## src/hdl/asi_pkg.sv

```systemverilog
`default_nettype none
package asi_pkg;

  // store capacity and compared width
  localparam int MAX_ELEMENTS = 64;
  localparam int VALUE_BITS   = 32;
  localparam int KEY_BITS     = (VALUE_BITS < 32) ? VALUE_BITS : 32;

  // fixed field widths
  localparam int SAMPLE_BITS = 32;
  localparam int POS_BITS    = 6;
  localparam int CNT_BITS    = $clog2(MAX_ELEMENTS + 1);

  // command broadcast along the cell row
  typedef struct packed {
    logic                       load;
    logic                       drain;
    logic signed [KEY_BITS-1:0] key;
    logic [POS_BITS-1:0]        pos;
  } cell_cmd_t;

endpackage
`default_nettype wire

```

## src/hdl/asi_cell.sv

```systemverilog
`default_nettype none
module asi_cell (
  input  wire logic                                clk,
  input  wire asi_pkg::cell_cmd_t                  cmd,
  input  wire logic                                occ,
  input  wire logic                                left_gt,
  input  wire logic signed [asi_pkg::KEY_BITS-1:0] left_key,
  input  wire logic [asi_pkg::POS_BITS-1:0]        left_pos,
  input  wire logic signed [asi_pkg::KEY_BITS-1:0] right_key,
  input  wire logic [asi_pkg::POS_BITS-1:0]        right_pos,
  output logic                                     gt,
  output logic signed [asi_pkg::KEY_BITS-1:0]      key,
  output logic [asi_pkg::POS_BITS-1:0]             pos
);

  logic signed [asi_pkg::KEY_BITS-1:0] key_next;
  logic [asi_pkg::POS_BITS-1:0]        pos_next;

  // empty cell or held key above the new one: this cell moves up
  assign gt = !occ || (key > cmd.key);

  // insert takes the new beat or the left neighbour, drain takes the right
  always_comb begin
    key_next = key;
    pos_next = pos;
    if (cmd.load && gt) begin
      if (left_gt) begin
        key_next = left_key;
        pos_next = left_pos;
      end else begin
        key_next = cmd.key;
        pos_next = cmd.pos;
      end
    end else if (cmd.drain) begin
      key_next = right_key;
      pos_next = right_pos;
    end
  end

  always_ff @(posedge clk) begin
    key <= key_next;
    pos <= pos_next;
  end

endmodule
`default_nettype wire

```

## config.mk

```make
export PLATFORM = sky130hd
export DESIGN_NAME = asi_cell
export DESIGN_NICKNAME = d
export VERILOG_FILES = /design/src/hdl/asi_pkg.sv /design/src/hdl/asi_cell.sv
export SDC_FILE = /design/constraint.sdc
export NUM_CORES = 1
export LEC_CHECK = 0
export BUFFER_PORTS_ARGS = -buffer_cell sky130_fd_sc_hd__buf_2
export CAP_MARGIN = 5
export CORE_AREA = 2 2 71 100
export CTS_BUF_LIST = sky130_fd_sc_hd__clkbuf_16
export CTS_CLUSTER_DIAMETER = 200
export DETAILED_ROUTE_END_ITERATION = 10
export DIE_AREA = 0 0 73 102
export PLACE_DENSITY = 0.79
export SYNTH_ARGS = -nofsm -noshare
export SYNTH_HDL_FRONTEND = slang
export SYNTH_SLANG_ARGS = --single-unit
```

## constraint.sdc

```tcl
create_clock -name clk -period 4.1 [get_ports clk]
set_input_delay 0.41 -clock clk [delete_from_list [all_inputs] [get_ports clk]]
set_output_delay 0.41 -clock clk [all_outputs]
set_load 0.05 [all_outputs]
```

==> results of run 1 <==
how the worst max path moves through the flow:
stage               cells past startpoint                end  slack [ps]              start
floorplan                               9   key[0]$_DFFE_PP_         290  key[31]$_DFFE_PP_
global placement                       10  key[11]$_DFFE_PP_         740            cmd[37]
detailed placement                     10  key[13]$_DFFE_PP_         640            cmd[37]
CTS                                     8   pos[2]$_DFFE_PP_         760  key[31]$_DFFE_PP_
global route                            8  key[17]$_DFFE_PP_         570  key[31]$_DFFE_PP_
finish                                  8  key[21]$_DFFE_PP_         780  key[31]$_DFFE_PP_
cell type report:
class / count / area, um^2
flip-flops and latches: 38 / 1140
clock inverters: 3 / 11.3
multi-input cells: 198 / 1570
clock buffers: 5 / 125
repair buffers: 158 / 793
inverters: 35 / 131
fillers: 591 / 2660
well taps: 74 / 92.6
logic make-up (layout without fill, tap and decap cells):
kind of cell	count (synthesis)	in the layout	share of synthesized area, %
buf+inv	46	201	6.48
flops	38	38	39.7
mux	45	45	18.8
fa+ha+maj	32	32	13.9
simple gates	61	61	9.57
compound gates	60	60	11.6
power by group through the flow:
stage	Clock, mW	Combinational, mW	Sequential, mW
after global routing	0.376	0.899	0.598
after detailed placement	0	0.834	0.596
after floorplan	0	0.332	0.878
final	0.360	0.828	0.588
after global placement	0	0.817	0.592
after CTS	0.366	0.838	0.589
layout by cell type, fill, tap and decap left out, types with 2 or more instances in the layout:
master     synthesis  routed
inv_1             35      35
o21ai_0           36      36
mux2_4             9       9
edfxtp_1          38      38
nor3_1             3       3
ha_1              32      32
nand3_1            3       3
clkinv_1           0       3
clkbuf_16          0       5
mux2_2            36      36
buf_2              2     157
nand2_1           40      40
o211ai_1           2       2
a21oi_1           16      16
nand4_1            8       8
worst register-to-register path, delay by kind of cell (launching register included):
kind,cells,cell delay [ps]
DFF,1,390
adders and majority gates,1,420
and+or+nand+nor,3,1010
AOI/OAI and AO/OA,2,300
muxes,1,440
buffers and inverters,1,520
flip-flops by register name (all words and copies together), names as in the netlist:
name,count
key,32
pos,6
per-layer routing:
layer	up-vias	global-route usage (%)	share of wire (%)	wire length [um]
met2	91	35.5	54	3870
met1	1188	21.9	40	2860
met3	13	3.25	4.0	287
met5	-	0	0	0
li1	1321	-	-	-
met4	0	6.98	2.4	172
metrics by stage:
step	hold WS [ps]	power, mW	setup slack (ps)
floorplan	628	1.21	286
global route	433	1.87	571
detailed placement	714	1.43	640
global placement	712	1.41	737
CTS	429	1.79	761
finish	434	1.78	776
==> results by group, run 1 <==
Clock network
  – Clock root buffer master: clkbuf_16
  – Longest Clk Path Bufs: 2
  – Clk sinks: 38
  – Hold_buf cts: 0
  – TritonCTS buffer count: 5
  – H-tree levels: 2
  – Clock slew at reported path FFs: 50 ps
  – Post-CTS setup buffers: 0
  – Post_cts resized: 0
  – Clk_lat worst skew: 280 ps
  – CTS tree: done

Layout
  – Share of post-route cells with drive strength above 1: 48.5%
  – Design area: 3860 um^2
  – Final core utilization: 59.2%
  – ANT cells: 0
  – Final non-filler cell total: 511
  – Final net count: 587
  – Area Growth Syn to Fin: 34.2%

STA
  – Count of final hold-check violations: 0
  – Setup TNS: 0 ps
  – FMAX: 301 MHz
  – Slew margin rel.: 29.5%
  – Crit path time final: 3320 ps
  – Worst Skew: 5.22 ps
  – Fin. max-slew vios: 0
  – Worst-Margin Slew: 1060 ps
  – RSZ-0062 raised after global routing: no
  – Final setup viols: 0
  – Final period util: 81.1%

Logic synthesis
  – Commonest cells in the netlist: 40 x nand2_1, 38 x edfxtp_1, 36 x mux2_2, 36 x o21ai_0, 35 x inv_1
  – Yosys top cell by area: edfxtp_1
  – Synth Flop Type: edfxtp_1
  – Yosys reg bits: 38
  – Syn Area/Cell: 10.2 um^2
  – Sequential area share after synthesis: 39.7%
  – Post-synth EDFFs: 38
  – Ys Warns: 0
  – Syn Inst Count: 282
  – Distinct cells, synth: 29
  – Synth Cell Area: 2880 um^2
  – FFs w/ async S/R, synth: 0%
  – Yosys top cell area share: 39.7%
  – Most common cell in the synthesized netlist: nand2_1
  – Net count after synthesis: 433
  – Synth top area cells: edfxtp_1 40%, mux2_2 14%, ha_1 14%, o21ai_0 6.3%, nand2_1 5.2%

Outcome
  – Status: finished clean

Critical path
  – Critical Path AT: 3340 ps
  – Crit-path cells: ha_1, nand4_1, or4_1, nor3_1, o21ai_0, o311ai_4, buf_4, mux2_2
  – Worst Reg2Reg Path Length in Cells: 8
  – R2R Setup Slk: 780 ps
  – Crit. End Element: flip-flop
  – Crit start category: flip-flop
  – CP Class: flip-flop to flip-flop
  – Critical Path Fanout Max: 38
  – WP data required: 4120 ps
  – Crit path buf inv count: 1
  – Reg-to-reg endpoint: key[21]$_DFFE_PP_
  – Cell family with the largest share of critical-path delay: simple AND/OR/NAND/NOR gates
  – Crit path max-delay cell type: or4_1
  – Reg-to-reg critical path startpoint: key[31]$_DFFE_PP_
  – Max stage delay on crit path: 600 ps

Routing
  – Vias per cell: 5.11
  – Routed length per instance: 14.1 um
  – Routed WL: 7200 um
  – DRC: 0
  – Drt first pass iters: 4
  – Antenna viol nets, final: 0
  – Detailed Route Iter0 Violations: 108
  – Vias: 2613

GRT
  – Total global-route track usage: 19.2%
  – Initial antenna violation count: 0
  – Largest net degree at the start of global routing: 70
  – Global-route wire length before repair: 11100 um
  – Grt ovf: 0
  – Number of global-route vias before repair: 2517

Placement
  – Placed Instances: 503
  – Post-DP HPWL: 5740 um
  – DP Area: 3720 um^2
  – Routability cong.: 0.851
  – Port-buffer cells: 157

Power
  – Sequential power share: 33.1%
  – Logic pwr share: 46.7%
  – Sw frac: 41.2%
  – Power share of the clock group: 20.3%
  – Power Dens Cells: 460 nW/um^2
  – Peak supply drop: 0.270 mV
  – P_sw: 0.731 mW
  – Int Pwr: 1.04 mW
  – P_leak: 1.94 nW

Hold path
  – HP Class: input port to flip-flop
  – Hold path start: right_key[30]
  – Hold path cells: 2
  – Hold path endpoint: key[30]$_DFFE_PP_

Die
  – Die H: 102 um
  – Chip Width: 73 um
  – Num ports: 158
  – Starting Density: 44.1%
  – # rows: 35
  – CORE AREA: 6530 um^2
  – Total die area: 7450 um^2

Flow run
  – Max_cap viols: 0
Power figures use the tool's default switching activity.
==> run 2, diff against run 1 <==
CORE_AREA = 2 2 74 105   (was 2 2 71 100)
DIE_AREA = 0 0 76 107   (was 0 0 73 102)
PLACE_DENSITY = 0.76   (was 0.79)
clock period = 3 ns   (was 4.1 ns; I/O delays follow)
==> run 2 against run 1 <==
Sequential share of layout area is 0.96 points lower; clock power is 34% higher; largest power group unchanged; total power is 39% higher; largest cell class unchanged.
==> results by group, run 2 (synthesis results as in run 1) <==
GRT
  – Global-route wire length before repair: 12200 um
  – Number of global-route vias before repair: 2758
  – Grt ovf: 0
  – Total global-route track usage: 18.5%
  – Initial antenna violation count: 0
  – Largest net degree at the start of global routing: 41

STA
  – Setup WS post-layout: 78.9 ps
  – Crit path time final: 2920 ps
  – Setup TNS: 0 ps
  – RSZ-0062 raised after global routing: yes
  – Final setup viols: 0
  – Fin. max-slew vios: 0
  – Count of final hold-check violations: 0
  – FMAX: 342 MHz
  – Final period util: 97.4%
  – Worst Skew: 3.89 ps
  – Slew margin rel.: 55.7%
  – Min Hold Slack: 326 ps
  – Worst-Margin Slew: 664 ps

Clock network
  – Clock root buffer master: clkbuf_16
  – CTS tree: done
  – H-tree levels: 2
  – Post_cts resized: 0
  – Clk sinks: 38
  – Clk_lat worst skew: 270 ps
  – Longest Clk Path Bufs: 2
  – Clock slew at reported path FFs: 50 ps
  – Post-CTS setup buffers: 0
  – TritonCTS buffer count: 5
  – Hold_buf cts: 0

Critical path
  – Crit start category: flip-flop
  – CP Class: flip-flop to flip-flop
  – Critical Path Fanout Max: 9
  – Critical Path AT: 2950 ps
  – Worst Reg2Reg Path Length in Cells: 9
  – Max stage delay on crit path: 560 ps
  – Crit path max-delay cell type: or4_4
  – R2R Setup Slk: 80 ps
  – Reg-to-reg critical path startpoint: key[26]$_DFFE_PP_
  – Crit-path cells: ha_1, nand4_1, or4_4, nand2b_4, and3_4, o21ai_0, o311ai_4, buf_4, mux2_4
  – WP data required: 3020 ps
  – Reg-to-reg endpoint: key[29]$_DFFE_PP_
  – Crit. End Element: flip-flop

Layout
  – Largest Register: key
  – Commonest non-fill, non-tap cell in the layout: buf_2
  – Design area: 3990 um^2
  – Area Growth Syn to Fin: 38.8%
  – ANT cells: 0
  – Final net count: 592
  – Final non-filler cell total: 538
  – Share of post-route cells with drive strength above 1: 50.8%
  – Largest regs: key: 32 flops, pos: 6 flops
  – Largest register FFs: 32
  – Commonest non-fill, non-tap cells in the layout: 157 x buf_2, 40 x nand2_1, 38 x edfxtp_1
  – Fill count: 623
  – Final core utilization: 55.6%

Hold path
  – Hold path cells: 2
  – HP Class: input port to flip-flop
  – Hold path endpoint: key[24]$_DFFE_PP_
  – Hold path start: right_key[24]

Flow run
  – Max_cap viols: 0

Power
  – Power, Total: 2.47 mW
  – Power Dens Cells: 619 nW/um^2
  – Peak supply drop: 0.415 mV
  – P_leak: 1.99 nW

Die
  – Starting Density: 40.1%
  – Chip Width: 76 um
  – Total die area: 8130 um^2
  – Die H: 107 um
  – Num ports: 158
  – CORE AREA: 7180 um^2
  – # rows: 37

Placement
  – Placed Instances: 530
  – Routability cong.: 0.824
  – Post-DP HPWL: 6080 um
  – Port-buffer cells: 157
  – DP Area: 3840 um^2
  – DP Worst Slack: 49.1 ps

Routing
  – Routed length per instance: 14.0 um
  – Drt first pass iters: 4
  – Routed WL: 7530 um
  – Vias: 2644
  – Antenna viol nets, final: 0
  – DRC: 0
  – Detailed Route Iter0 Violations: 114
  – Vias per cell: 4.91

Outcome
  – Status: finished clean
[run 2: cell count changes in the layout (fill, tap and decap cells not counted), sizes merged]
cell / previous run / this run
or2: 1 / 2
buf: 158 / 162
clkinv: 3 / 0
inv: 35 / 37
[run 2: worst max-delay path by stage]
| stage | cells after the start | startpoint | slack, ps | to |
|---|---|---|---|---|
| CTS | 9 | key[7]$_DFFE_PP_ | 20 | gt |
| global route | 9 | key[26]$_DFFE_PP_ | -70 | key[30]$_DFFE_PP_ |
| floorplan | 10 | key[26]$_DFFE_PP_ | -230 | key[0]$_DFFE_PP_ |
| detailed placement | 10 | cmd[13] | 50 | key[7]$_DFFE_PP_ |
| global placement | 10 | cmd[20] | 120 | key[6]$_DFFE_PP_ |
| finish | 9 | key[26]$_DFFE_PP_ | 80 | key[29]$_DFFE_PP_ |
[run 2: area by class of cell]
| type | count | area, um^2 | share of cell area (%) |
|---|---|---|---|
| timing repair buffer | 162 | 827 | 20.7 |
| tap | 97 | 121 | 3.04 |
| clock buffer | 5 | 125 | 3.13 |
| sequential | 38 | 1140 | 28.6 |
| inverter | 35 | 131 | 3.29 |
| multi-input combinational | 199 | 1640 | 41.0 |
| clock inverter | 2 | 7.51 | 0.188 |
[run 2: metal layers]
layer / track usage, % / part of all wire [%] / routed length, um
met1: 20.3 / 39 / 2940
met2: 36.4 / 54 / 4090
met3: 2.44 / 4.3 / 321
met4: 6.62 / 2.3 / 171
met5: 0 / 0 / 0
[run 2: report_power, final]
group,internal (mW),total (mW),switching [mW]
clock,0.297,0.484,0.188
sequential,0.742,0.803,0.0610
combinational,0.418,1.18,0.765
total,1.46,2.47,1.01
[run 2: critical path, delay by kind of cell (launching register included)]
family	cells	cell delay, ps
AO/OA/AOI/OAI	2	350
multiplexers	1	300
AND/OR/NAND/NOR	4	1070
flip-flops	1	400
adder cells (fa/ha/maj)	1	320
buffers and inverters	1	240
